--- src/hw/rtl/dfls_pkg.sv ---
// shared types, command codes, register constants and code tables for the
// dual flash led sequencer; no dependencies
package dfls_pkg;

    localparam int LEVEL_COUNT_DEFAULT = 26;
    localparam int CHANNEL_COUNT       = 2;
    localparam int TABLE_LEN           = 26;
    localparam int QUEUE_DEPTH         = 2;

    localparam logic [4:0]  TABLE_LAST    = 5'(TABLE_LEN - 1);
    localparam logic [15:0] TORCH_LIMIT   = 16'd7;
    localparam logic [15:0] TIMEOUT_RESET = 16'd100;

    localparam logic [3:0] ENABLE_REG_ADDR = 4'h1;
    localparam logic [3:0] TIMING_REG_ADDR = 4'h8;
    localparam logic [7:0] TIMING_VAL      = 8'h1F;
    localparam logic [7:0] ENABLE_CLEAR    = 8'h00;

    typedef enum logic [2:0] {
        OP_SET_TIMEOUT = 3'd0,
        OP_SET_LEVEL   = 3'd1,
        OP_ON          = 3'd2,
        OP_OFF         = 3'd3,
        OP_GET_CURRENT = 3'd4,
        OP_TICK        = 3'd5,
        OP_POWER_UP    = 3'd6,
        OP_POWER_DOWN  = 3'd7
    } opcode_t;

    localparam logic STATUS_OK          = 1'b0;
    localparam logic STATUS_BAD_CHANNEL = 1'b1;

    typedef struct packed {
        logic [2:0]  opcode;
        logic [1:0]  channel;
        logic [15:0] arg;
    } cmd_t;

    typedef struct packed {
        logic        write_valid;
        logic [3:0]  reg_addr;
        logic [7:0]  reg_data;
        logic [9:0]  reply_value;
        logic        hw_enable_pin;
        logic        status;
        logic        last;
    } rsp_t;

    // one queued command: first result, optional second result
    typedef struct packed {
        rsp_t first;
        rsp_t second;
        logic two;
    } q_entry_t;

    function automatic logic [3:0] torch_addr(input logic ch);
        return ch ? 4'h6 : 4'h5;
    endfunction

    function automatic logic [3:0] flash_addr(input logic ch);
        return ch ? 4'h4 : 4'h3;
    endfunction

    function automatic logic [7:0] en_bit(input logic ch);
        return ch ? 8'h02 : 8'h01;
    endfunction

    function automatic logic [7:0] en_torch(input logic ch);
        return ch ? 8'h0A : 8'h09;
    endfunction

    function automatic logic [7:0] en_flash(input logic ch);
        return ch ? 8'h0E : 8'h0D;
    endfunction

    // switch one led off; mode bits only go when the other led is off too
    function automatic logic [7:0] led_off(input logic [7:0] shadow, input logic ch);
        logic [7:0] res;
        if ((shadow & en_bit(~ch)) != 8'h00)
            res = shadow & ~en_bit(ch);
        else
            res = shadow & ~en_flash(ch);
        return res;
    endfunction

    function automatic logic [7:0] torch_code(input logic variant, input logic [4:0] idx);
        logic [7:0] res;
        case (idx)
            5'd0:    res = variant ? 8'h08 : 8'h06;
            5'd1:    res = variant ? 8'h10 : 8'h0F;
            5'd2:    res = variant ? 8'h18 : 8'h17;
            5'd3:    res = variant ? 8'h21 : 8'h1F;
            5'd4:    res = variant ? 8'h29 : 8'h27;
            5'd5:    res = variant ? 8'h31 : 8'h2F;
            5'd6:    res = variant ? 8'h3A : 8'h37;
            default: res = 8'h00;
        endcase
        return res;
    endfunction

    function automatic logic [7:0] flash_code(input logic [4:0] idx);
        logic [7:0] res;
        case (idx)
            5'd0:    res = 8'h01;
            5'd1:    res = 8'h03;
            5'd2:    res = 8'h05;
            5'd3:    res = 8'h07;
            5'd4:    res = 8'h09;
            5'd5:    res = 8'h0B;
            5'd6:    res = 8'h0D;
            5'd7:    res = 8'h10;
            5'd8:    res = 8'h13;
            5'd9:    res = 8'h17;
            5'd10:   res = 8'h1B;
            5'd11:   res = 8'h1E;
            5'd12:   res = 8'h22;
            5'd13:   res = 8'h26;
            5'd14:   res = 8'h29;
            5'd15:   res = 8'h2D;
            5'd16:   res = 8'h31;
            5'd17:   res = 8'h34;
            5'd18:   res = 8'h38;
            5'd19:   res = 8'h3C;
            5'd20:   res = 8'h40;
            5'd21:   res = 8'h44;
            5'd22:   res = 8'h48;
            5'd23:   res = 8'h4C;
            5'd24:   res = 8'h50;
            default: res = 8'h54;
        endcase
        return res;
    endfunction

    function automatic logic [9:0] current_ma(input logic variant, input logic [4:0] idx);
        logic [9:0] res;
        case (idx)
            5'd0:    res = variant ? 10'd24 : 10'd22;
            5'd1:    res = 10'd46;
            5'd2:    res = 10'd70;
            5'd3:    res = 10'd93;
            5'd4:    res = 10'd116;
            5'd5:    res = 10'd140;
            5'd6:    res = variant ? 10'd164 : 10'd163;
            5'd7:    res = variant ? 10'd199 : 10'd198;
            5'd8:    res = 10'd234;
            5'd9:    res = 10'd281;
            5'd10:   res = 10'd328;
            5'd11:   res = 10'd363;
            5'd12:   res = 10'd410;
            5'd13:   res = 10'd457;
            5'd14:   res = 10'd492;
            5'd15:   res = 10'd539;
            5'd16:   res = 10'd586;
            5'd17:   res = 10'd621;
            5'd18:   res = 10'd668;
            5'd19:   res = 10'd715;
            5'd20:   res = 10'd762;
            5'd21:   res = 10'd809;
            5'd22:   res = 10'd855;
            5'd23:   res = 10'd902;
            5'd24:   res = 10'd949;
            default: res = 10'd996;
        endcase
        return res;
    endfunction

endpackage

--- src/hw/rtl/dfls_front.sv ---
// front end: takes commands, keeps enable shadow, levels and timers,
// and builds one queue entry per command; uses dfls_pkg
module dfls_front #(
    parameter int LEVEL_COUNT = dfls_pkg::LEVEL_COUNT_DEFAULT
) (
    input  logic                clk,
    input  logic                rst_n,
    input  logic                chip_variant,
    input  logic                cmd_valid,
    output logic                cmd_ready,
    input  dfls_pkg::cmd_t      cmd,
    output logic                push,
    input  logic                push_ready,
    output dfls_pkg::q_entry_t  push_entry
);

    localparam int LW = (LEVEL_COUNT > 1) ? $clog2(LEVEL_COUNT) : 1;
    localparam logic [15:0] LEVEL_MAX = 16'(LEVEL_COUNT - 1);

    logic [7:0]    shadow_reg, shadow_next;
    logic [LW-1:0] level_reg [dfls_pkg::CHANNEL_COUNT];
    logic [LW-1:0] level_next [dfls_pkg::CHANNEL_COUNT];
    logic [15:0]   timeout_reg [dfls_pkg::CHANNEL_COUNT];
    logic [15:0]   timeout_next [dfls_pkg::CHANNEL_COUNT];
    logic [15:0]   countdown_reg [dfls_pkg::CHANNEL_COUNT];
    logic [15:0]   countdown_next [dfls_pkg::CHANNEL_COUNT];
    logic [1:0]    running_reg, running_next;
    logic          pin_reg, pin_next;

    logic          sel;
    logic [15:0]   lvl_clamped;
    logic [4:0]    tbl_idx;
    logic [15:0]   cd_dec0, cd_dec1;
    logic          exp0, exp1;
    logic [7:0]    sh_a, sh_b;
    dfls_pkg::rsp_t r0, r1;
    logic          two;

    function automatic dfls_pkg::rsp_t mk_write(input logic [3:0] addr, input logic [7:0] data);
        dfls_pkg::rsp_t r;
        r = '0;
        r.write_valid = 1'b1;
        r.reg_addr    = addr;
        r.reg_data    = data;
        return r;
    endfunction

    assign cmd_ready = push_ready;
    assign push      = cmd_valid && push_ready;
    assign sel       = cmd.channel[0];

    assign lvl_clamped = (cmd.arg >= LEVEL_MAX) ? LEVEL_MAX : cmd.arg;
    assign tbl_idx     = (lvl_clamped >= 16'(dfls_pkg::TABLE_LAST))
                         ? dfls_pkg::TABLE_LAST : lvl_clamped[4:0];

    // tick: timers count down, channel 0 expires first
    assign cd_dec0 = (countdown_reg[0] != 16'd0) ? countdown_reg[0] - 16'd1 : 16'd0;
    assign cd_dec1 = (countdown_reg[1] != 16'd0) ? countdown_reg[1] - 16'd1 : 16'd0;
    assign exp0    = running_reg[0] && (cd_dec0 == 16'd0);
    assign exp1    = running_reg[1] && (cd_dec1 == 16'd0);
    assign sh_a    = exp0 ? dfls_pkg::led_off(shadow_reg, 1'b0) : shadow_reg;
    assign sh_b    = exp1 ? dfls_pkg::led_off(sh_a, 1'b1) : sh_a;

    always_comb
    begin
        shadow_next  = shadow_reg;
        level_next   = level_reg;
        timeout_next = timeout_reg;
        countdown_next = countdown_reg;
        running_next = running_reg;
        pin_next     = pin_reg;
        r0           = '0;
        r1           = '0;
        two          = 1'b0;

        if (cmd.channel[1] && (cmd.opcode <= 3'(dfls_pkg::OP_GET_CURRENT)))
        begin
            r0.status = dfls_pkg::STATUS_BAD_CHANNEL;
        end
        else
        begin
            unique case (dfls_pkg::opcode_t'(cmd.opcode))
                dfls_pkg::OP_SET_TIMEOUT:
                begin
                    timeout_next[sel] = cmd.arg;
                end
                dfls_pkg::OP_SET_LEVEL:
                begin
                    level_next[sel] = lvl_clamped[LW-1:0];
                    r0  = mk_write(dfls_pkg::torch_addr(sel),
                                   dfls_pkg::torch_code(chip_variant, tbl_idx));
                    r1  = mk_write(dfls_pkg::flash_addr(sel), dfls_pkg::flash_code(tbl_idx));
                    two = 1'b1;
                end
                dfls_pkg::OP_ON:
                begin
                    if (timeout_reg[sel] != 16'd0)
                    begin
                        countdown_next[sel] = timeout_reg[sel];
                        running_next[sel]   = 1'b1;
                    end
                    if (16'(level_reg[sel]) < dfls_pkg::TORCH_LIMIT)
                        shadow_next = shadow_reg | dfls_pkg::en_torch(sel);
                    else
                        shadow_next = shadow_reg | dfls_pkg::en_flash(sel);
                    r0 = mk_write(dfls_pkg::ENABLE_REG_ADDR, shadow_next);
                end
                dfls_pkg::OP_OFF:
                begin
                    shadow_next         = dfls_pkg::led_off(shadow_reg, sel);
                    running_next[sel]   = 1'b0;
                    countdown_next[sel] = 16'd0;
                    r0 = mk_write(dfls_pkg::ENABLE_REG_ADDR, shadow_next);
                end
                dfls_pkg::OP_GET_CURRENT:
                begin
                    r0.reply_value = dfls_pkg::current_ma(chip_variant, tbl_idx);
                end
                dfls_pkg::OP_TICK:
                begin
                    if (running_reg[0]) countdown_next[0] = cd_dec0;
                    if (running_reg[1]) countdown_next[1] = cd_dec1;
                    if (exp0) running_next[0] = 1'b0;
                    if (exp1) running_next[1] = 1'b0;
                    shadow_next = sh_b;
                    if (exp0 && exp1)
                    begin
                        r0  = mk_write(dfls_pkg::ENABLE_REG_ADDR, sh_a);
                        r1  = mk_write(dfls_pkg::ENABLE_REG_ADDR, sh_b);
                        two = 1'b1;
                    end
                    else if (exp0 || exp1)
                    begin
                        r0 = mk_write(dfls_pkg::ENABLE_REG_ADDR, sh_b);
                    end
                end
                dfls_pkg::OP_POWER_UP:
                begin
                    pin_next    = 1'b1;
                    shadow_next = dfls_pkg::ENABLE_CLEAR;
                    r0  = mk_write(dfls_pkg::ENABLE_REG_ADDR, dfls_pkg::ENABLE_CLEAR);
                    r1  = mk_write(dfls_pkg::TIMING_REG_ADDR, dfls_pkg::TIMING_VAL);
                    two = 1'b1;
                end
                dfls_pkg::OP_POWER_DOWN:
                begin
                    pin_next    = 1'b0;
                    shadow_next = dfls_pkg::led_off(dfls_pkg::led_off(shadow_reg, 1'b0), 1'b1);
                    r0  = mk_write(dfls_pkg::ENABLE_REG_ADDR,
                                   dfls_pkg::led_off(shadow_reg, 1'b0));
                    r1  = mk_write(dfls_pkg::ENABLE_REG_ADDR, shadow_next);
                    two = 1'b1;
                end
                default:
                begin
                    r0 = '0;
                end
            endcase
        end

        // pin level after the command is reported in every result
        r0.hw_enable_pin = pin_next;
        r1.hw_enable_pin = pin_next;
        r0.last          = ~two;
        r1.last          = 1'b1;
    end

    assign push_entry.first  = r0;
    assign push_entry.second = r1;
    assign push_entry.two    = two;

    always_ff @(posedge clk or negedge rst_n)
    begin
        if (!rst_n)
        begin
            shadow_reg  <= 8'h00;
            running_reg <= 2'b00;
            pin_reg     <= 1'b0;
            for (int i = 0; i < dfls_pkg::CHANNEL_COUNT; i++)
            begin
                level_reg[i]     <= '0;
                timeout_reg[i]   <= dfls_pkg::TIMEOUT_RESET;
                countdown_reg[i] <= 16'd0;
            end
        end
        else if (push)
        begin
            shadow_reg    <= shadow_next;
            level_reg     <= level_next;
            timeout_reg   <= timeout_next;
            countdown_reg <= countdown_next;
            running_reg   <= running_next;
            pin_reg       <= pin_next;
        end
    end

endmodule

--- src/hw/rtl/dfls_queue.sv ---
// short command queue between front and back end; uses dfls_pkg
module dfls_queue (
    input  logic                clk,
    input  logic                rst_n,
    input  logic                push,
    output logic                push_ready,
    input  dfls_pkg::q_entry_t  push_entry,
    output logic                pop_valid,
    input  logic                pop,
    output dfls_pkg::q_entry_t  pop_entry
);

    localparam int PW = (dfls_pkg::QUEUE_DEPTH > 1) ? $clog2(dfls_pkg::QUEUE_DEPTH) : 1;
    localparam int CW = $clog2(dfls_pkg::QUEUE_DEPTH + 1);

    dfls_pkg::q_entry_t entry_reg [dfls_pkg::QUEUE_DEPTH];
    logic [PW-1:0] wr_ptr_reg, wr_ptr_next;
    logic [PW-1:0] rd_ptr_reg, rd_ptr_next;
    logic [CW-1:0] count_reg, count_next;
    logic          do_pop;

    function automatic logic [PW-1:0] ptr_inc(input logic [PW-1:0] p);
        return (p == PW'(dfls_pkg::QUEUE_DEPTH - 1)) ? '0 : p + PW'(1);
    endfunction

    assign push_ready = (count_reg != CW'(dfls_pkg::QUEUE_DEPTH));
    assign pop_valid  = (count_reg != '0);
    assign do_pop     = pop && pop_valid;
    assign pop_entry  = entry_reg[rd_ptr_reg];

    always_comb
    begin
        wr_ptr_next = push ? ptr_inc(wr_ptr_reg) : wr_ptr_reg;
        rd_ptr_next = do_pop ? ptr_inc(rd_ptr_reg) : rd_ptr_reg;
        count_next  = count_reg + CW'(push) - CW'(do_pop);
    end

    always_ff @(posedge clk or negedge rst_n)
    begin
        if (!rst_n)
        begin
            wr_ptr_reg <= '0;
            rd_ptr_reg <= '0;
            count_reg  <= '0;
        end
        else
        begin
            wr_ptr_reg <= wr_ptr_next;
            rd_ptr_reg <= rd_ptr_next;
            count_reg  <= count_next;
        end
    end

    always_ff @(posedge clk)
    begin
        if (push)
            entry_reg[wr_ptr_reg] <= push_entry;
    end

endmodule

--- src/hw/rtl/dfls_back.sv ---
// back end: plays out one or two results per queued command through
// the output register; uses dfls_pkg
module dfls_back (
    input  logic                clk,
    input  logic                rst_n,
    input  logic                pop_valid,
    output logic                pop,
    input  dfls_pkg::q_entry_t  pop_entry,
    output logic                rsp_valid,
    input  logic                rsp_ready,
    output dfls_pkg::rsp_t      rsp
);

    logic           out_valid_reg, out_valid_next;
    dfls_pkg::rsp_t out_reg, out_next;
    logic           pend_reg, pend_next;
    dfls_pkg::rsp_t second_reg, second_next;
    logic           can_load;

    assign can_load = !out_valid_reg || rsp_ready;
    assign pop      = can_load && !pend_reg && pop_valid;

    always_comb
    begin
        out_valid_next = out_valid_reg;
        out_next       = out_reg;
        pend_next      = pend_reg;
        second_next    = second_reg;
        if (can_load)
        begin
            if (pend_reg)
            begin
                out_next       = second_reg;
                out_valid_next = 1'b1;
                pend_next      = 1'b0;
            end
            else if (pop_valid)
            begin
                out_next       = pop_entry.first;
                out_valid_next = 1'b1;
                pend_next      = pop_entry.two;
                second_next    = pop_entry.second;
            end
            else
            begin
                out_valid_next = 1'b0;
            end
        end
    end

    always_ff @(posedge clk or negedge rst_n)
    begin
        if (!rst_n)
        begin
            out_valid_reg <= 1'b0;
            pend_reg      <= 1'b0;
        end
        else
        begin
            out_valid_reg <= out_valid_next;
            pend_reg      <= pend_next;
        end
    end

    always_ff @(posedge clk)
    begin
        out_reg    <= out_next;
        second_reg <= second_next;
    end

    assign rsp_valid = out_valid_reg;
    assign rsp       = out_reg;

endmodule

--- src/hw/rtl/dual_flash_led_sequencer.sv ---
// top level of the dual flash led sequencer: chip variant register,
// front end, command queue and back end; uses dfls_pkg and the dfls modules
//
// Each cmd item is one driver command (set timeout, set level, on, off,
// current query, 1 ms tick, power up, power down) and gives one or two rsp
// items; the last one of a command has last set. The front end accepts a
// command whenever the two-entry queue has room, updates the enable
// shadow, levels and timers at once, and queues the finished results.
// The back end drives them out through its single output register, one rsp
// item per cycle while rsp_ready is high, so a two-result command (set level,
// power up, power down, a tick where both timers run out) holds back the
// next queued command until its second result is loaded. A command's
// results pass through the queue and the output register. chip_variant
// selects the torch and current tables and must be written only while no
// command is in flight.
module dual_flash_led_sequencer #(
    parameter int LEVEL_COUNT = dfls_pkg::LEVEL_COUNT_DEFAULT
) (
    input  logic            clk,
    input  logic            rst_n,
    // command channel
    input  logic            cmd_valid,
    output logic            cmd_ready,
    input  dfls_pkg::cmd_t  cmd,
    // result channel
    output logic            rsp_valid,
    input  logic            rsp_ready,
    output dfls_pkg::rsp_t  rsp,
    // chip variant register write
    input  logic            cfg_wr_en,
    input  logic            cfg_wr_data
);

    logic               chip_variant_reg;
    logic               push, push_ready;
    dfls_pkg::q_entry_t push_entry;
    logic               pop_valid, pop;
    dfls_pkg::q_entry_t pop_entry;

    // configuration register, no read-back
    always_ff @(posedge clk or negedge rst_n)
    begin
        if (!rst_n)
            chip_variant_reg <= 1'b0;
        else if (cfg_wr_en)
            chip_variant_reg <= cfg_wr_data;
    end

    // front end: command decode and all driver state
    dfls_front #(
        .LEVEL_COUNT (LEVEL_COUNT)
    ) u_front (
        .clk          (clk),
        .rst_n        (rst_n),
        .chip_variant (chip_variant_reg),
        .cmd_valid    (cmd_valid),
        .cmd_ready    (cmd_ready),
        .cmd          (cmd),
        .push         (push),
        .push_ready   (push_ready),
        .push_entry   (push_entry)
    );

    // decouples command intake from result delivery
    dfls_queue u_queue (
        .clk        (clk),
        .rst_n      (rst_n),
        .push       (push),
        .push_ready (push_ready),
        .push_entry (push_entry),
        .pop_valid  (pop_valid),
        .pop        (pop),
        .pop_entry  (pop_entry)
    );

    // back end: one result item per cycle into the output register while it is empty or rsp_ready is high
    dfls_back u_back (
        .clk       (clk),
        .rst_n     (rst_n),
        .pop_valid (pop_valid),
        .pop       (pop),
        .pop_entry (pop_entry),
        .rsp_valid (rsp_valid),
        .rsp_ready (rsp_ready),
        .rsp       (rsp)
    );

endmodule
--- config.mk ---
export PLATFORM = sky130hd
export DESIGN_NAME = dual_flash_led_sequencer
export DESIGN_NICKNAME = d
export VERILOG_FILES = /design/src/hw/rtl/dfls_pkg.sv /design/src/hw/rtl/dfls_front.sv /design/src/hw/rtl/dfls_queue.sv /design/src/hw/rtl/dfls_back.sv /design/src/hw/rtl/dual_flash_led_sequencer.sv
export SDC_FILE = /design/constraint.sdc
export NUM_CORES = 1
export LEC_CHECK = 0
export BUFFER_PORTS_ARGS = -buffer_cell sky130_fd_sc_hd__buf_4
export CORE_ASPECT_RATIO = 1.1
export CORE_MARGIN = 2
export CORE_UTILIZATION = 60
export DETAILED_ROUTE_END_ITERATION = 10
export PLACE_DENSITY = 0.78
export SYNTH_ARGS = -nofsm -noshare
export SYNTH_HDL_FRONTEND = slang
export SYNTH_SLANG_ARGS = --single-unit
--- constraint.sdc ---
create_clock -name clk -period 6 [get_ports clk]
set_input_delay 0.3 -clock clk [delete_from_list [all_inputs] [get_ports clk]]
set_output_delay 0.3 -clock clk [all_outputs]
set_load 0.05 [all_outputs]
==> impl_results.md <==
* Io pins at 55
* Final instance area at roughly 12000 µm²
* Synthesized cell area at roughly 10000 µm²
* CTS tree: yes
* Vias after detailed routing at between 8000 and 9000
* H-Tree Level Count at 1
* Setup Skew at roughly 0.013 ns
* YS warnings at 0
* DR iter-0 viols at 614
* Total CTS buffers at 21
* Critical path peak fanout at 9
* Max Root-Sink Buffers at 3
* Actual slew at the worst max-slew pin at ~1.3 ns
* Site row count at 50
* Nets@finish at between 1000 and 1500
* Antenna violations before repair at 0
* First-pass GRT wire length at just under 40 mm
* Rel. slew slack at 0.150
* Startpoint types: flop
* Post-CTS Setup Repair Bufs at 0
* Vias in the first global route at around 7600
* Routed vias/inst at roughly 6.3
* Total iterations of the first detailed-routing run at 5
* Chip Width at 129 µm
* Worst vdd ir at between 200 and 300 µV
* Seq cells post-synth at 204
* Die area at roughly 18000 µm²
* Worst EP arrival at around 3.8 ns
* Reg2Reg Setup Slack at between 2 and 2.5 ns
* Crit path required time at 6.30 ns
* Power Dens Cells at around 530 nW/µm²
* Port Buffers at between 50 and 60
* Hold WC Path Type: input pin to flop
* Met3 WL at approximately 1.3 mm
* Top Layer Used: met4
* Setup TNS at 0 ns
* RSZ-0062 raised after global routing: no
* DRT met1 WL at ~10 mm
* Yosys top cell by area: edfxtp_1
* Routed len/inst at between 15 and 20 µm
* Core footprint at roughly 17000 µm²
* Routed Antenna Nets at 0
* CP delay by family, top: simple AND/OR/NAND/NOR gates
* Area of the multi-input gates at roughly 4300 µm²
* Clock transition at the registers of the reported paths at about 0.060 ns
* Post-synth EDFFs at approximately 120
* Register area at roughly 5700 µm²
* Placed Area at approximately 11000 µm²
* Ratio of final minimum period to clock period at 0.585
* Asr flop ratio synth at 0.431
* Drt drc at 0
* Class of the most critical setup path: flop to flop
* Hpwl dp at ~16 mm
* Cell Chain, Critical Path: inv_1, ha_1, nor3b_2, nand2_1, or4_1, o21ai_0, nand4_1, or4_4, and3_1, nor3_1
* Routability congestion estimate at roughly 0.94
* Layout area overhead at 12.3%
* Total track usage at 0.266
* Flip-flop count of the largest register after layout at 76
* CP peak stage delay at approximately 0.56 ns
* Inserted Diodes at 0
* Hold Vio Cnt, Final at 0
* Sequential area share after synthesis at 0.551
* Global route total overflow at 0
* Syn Inst Count at about 1000
* Clk sinks at roughly 200
* Peak Freq at ~280 MHz
* Total chip power at 6.17 mW
* Top_reg_cell synth: edfxtp_1
* WL final at ~24 mm
* Area contributors post-synth: edfxtp_1 (34%), dfrtp_1 (20%), mux2_2 (5.2%), o21ai_0 (4.1%), nand2_1 (4.0%)
* Mean Syn Cell Area at between 10 and 15 µm²
* Die span in y at 142 µm
* Synth top area share at 0.337
* Status: finished clean
* Tmin final at around 3.5 ns
* Netlist cell types at 76
* Clock Latency Late Sink at approximately 0.50 ns
* Endpoint class of the critical path: flop
* WP buf/inv at 1
* Worst path slowest cell: or4_4
* Routed length on met2 at between 10 and 15 mm
* Initial core utilization at 0.610
* Final setup viols at 0
* Fill count at roughly 1300
* Clock root cell: clkbuf_16
* Layout cell share with drive strength beyond 1 at 0.162
* Max-cap violations at 0
* Slew Viols, Final at 0
* Leak pwr at around 4.5 nW
* Largest net degree at the start of global routing at slightly below 70
repair_timing:
action,in CTS,in global routing
gates resized for setup,0,0
endpoints found under the setup margin,0,0
hold buffers,3,0
endpoints found under the hold margin,22,0
path summary, 6_finish.rpt:
kind	startpoint	cells past startpoint	endpoint
max	u_front.countdown_reg[0]	10	u_queue.entry_reg[0][42]
min	cmd[14]	2	u_front.timeout_reg[30]
max reg2reg	u_front.countdown_reg[0]	10	u_queue.entry_reg[0][42]
min reg2reg	u_front.level_reg[2]	2	u_front.level_reg[2]
max in group asynchronous	rst_n	3	u_front.countdown_reg[27]
min in group asynchronous	rst_n	2	u_back.rsp_valid
cell type report:
| cell class | count | area share |
|---|---|---|
| multi-input cells | 712 | 0.374 |
| clock buffers | 22 | 0.0465 |
| repair buffers | 65 | 0.0427 |
| clock inverters | 15 | 0.0127 |
| inverters | 25 | 0.00809 |
| well taps | 234 | 0.0252 |
| flip-flops and latches | 204 | 0.491 |
layout by cell type (no fill, tap or decap), types with 6 or more instances in the layout:
cell and instances:
o22ai_1 7, a21oi_1 62, a31oi_1 13, nand4_1 7, or3_1 9, dfrtp_1 81
a22oi_1 12, mux2_2 48, clkbuf_16 21, o211ai_1 8, edfxtp_1 116, nor2_1 101
and3_1 13, nor2b_1 13, nand3_1 33, nor3_1 22, xor2_1 10, o21ai_0 85
inv_1 23, nand2_1 109, o31ai_1 6, xnor2_1 7, and2_1 7, clkinv_1 7
dfstp_2 6, nor4_1 17, mux2i_1 25, or4_1 8, buf_4 62
metrics by stage:
step	instances	setup slack [ns]	hold slack, ns	util
global route	1277	2.15	0.0408	0.684
CTS	1277	2.48	0.0521	0.684
floorplan	1004	2.89	0.00441	-
detailed placement	1237	2.51	0.215	0.642
global placement	1237	2.62	0.212	0.642
finish	1277	2.49	0.0604	0.684
cells in the mapped netlist (6+ instances only):
master      n
nor2_1    103
nand2_1   109
buf_1       6
a21oi_1    62
or3_1       9
nor2b_1    13
o31ai_1     6
o22ai_1     7
mux2_2     48
a22oi_1    12
or4_1       8
xnor2_1     7
inv_1      23
nor4_1     18
and3_1     13
xor2_1     10
mux2i_1    25
edfxtp_1  116
o21ai_0    85
clkbuf_1   53
dfrtp_1    82
a31oi_1    13
nand4_1     7
nor3_1     24
dfstp_2     6
and2_1      7
o211ai_1    8
nand3_1    33
routing by layer:
metal | track usage | up-vias
li1 | - | 3761
met1 | 0.355 | 3932
met2 | 0.456 | 276
met3 | 0.0321 | 48
met4 | 0.0875 | 0
met5 | 0 | -
kinds of logic (layout without fill, tap and decap cells):
logic type	count (synthesis)	in the layout	synth area share
AOI/OAI and AO/OA	244	244	0.145
xor gates and xnor gates	17	17	0.0144
adders and majority gates	4	4	0.00484
buffers and inverters	88	127	0.0330
DFF	204	204	0.551
muxes	73	73	0.0765
other	1	4	0.000363
and+or+nand+nor	370	370	0.175
where the power goes:
group	internal, mW	total (mW)	switching (mW)
Clock	0.778	1.32	0.538
Sequential	2.07	2.51	0.441
Combinational	0.917	2.34	1.42
No activity file was read; power rests on OpenSTA's default activity.
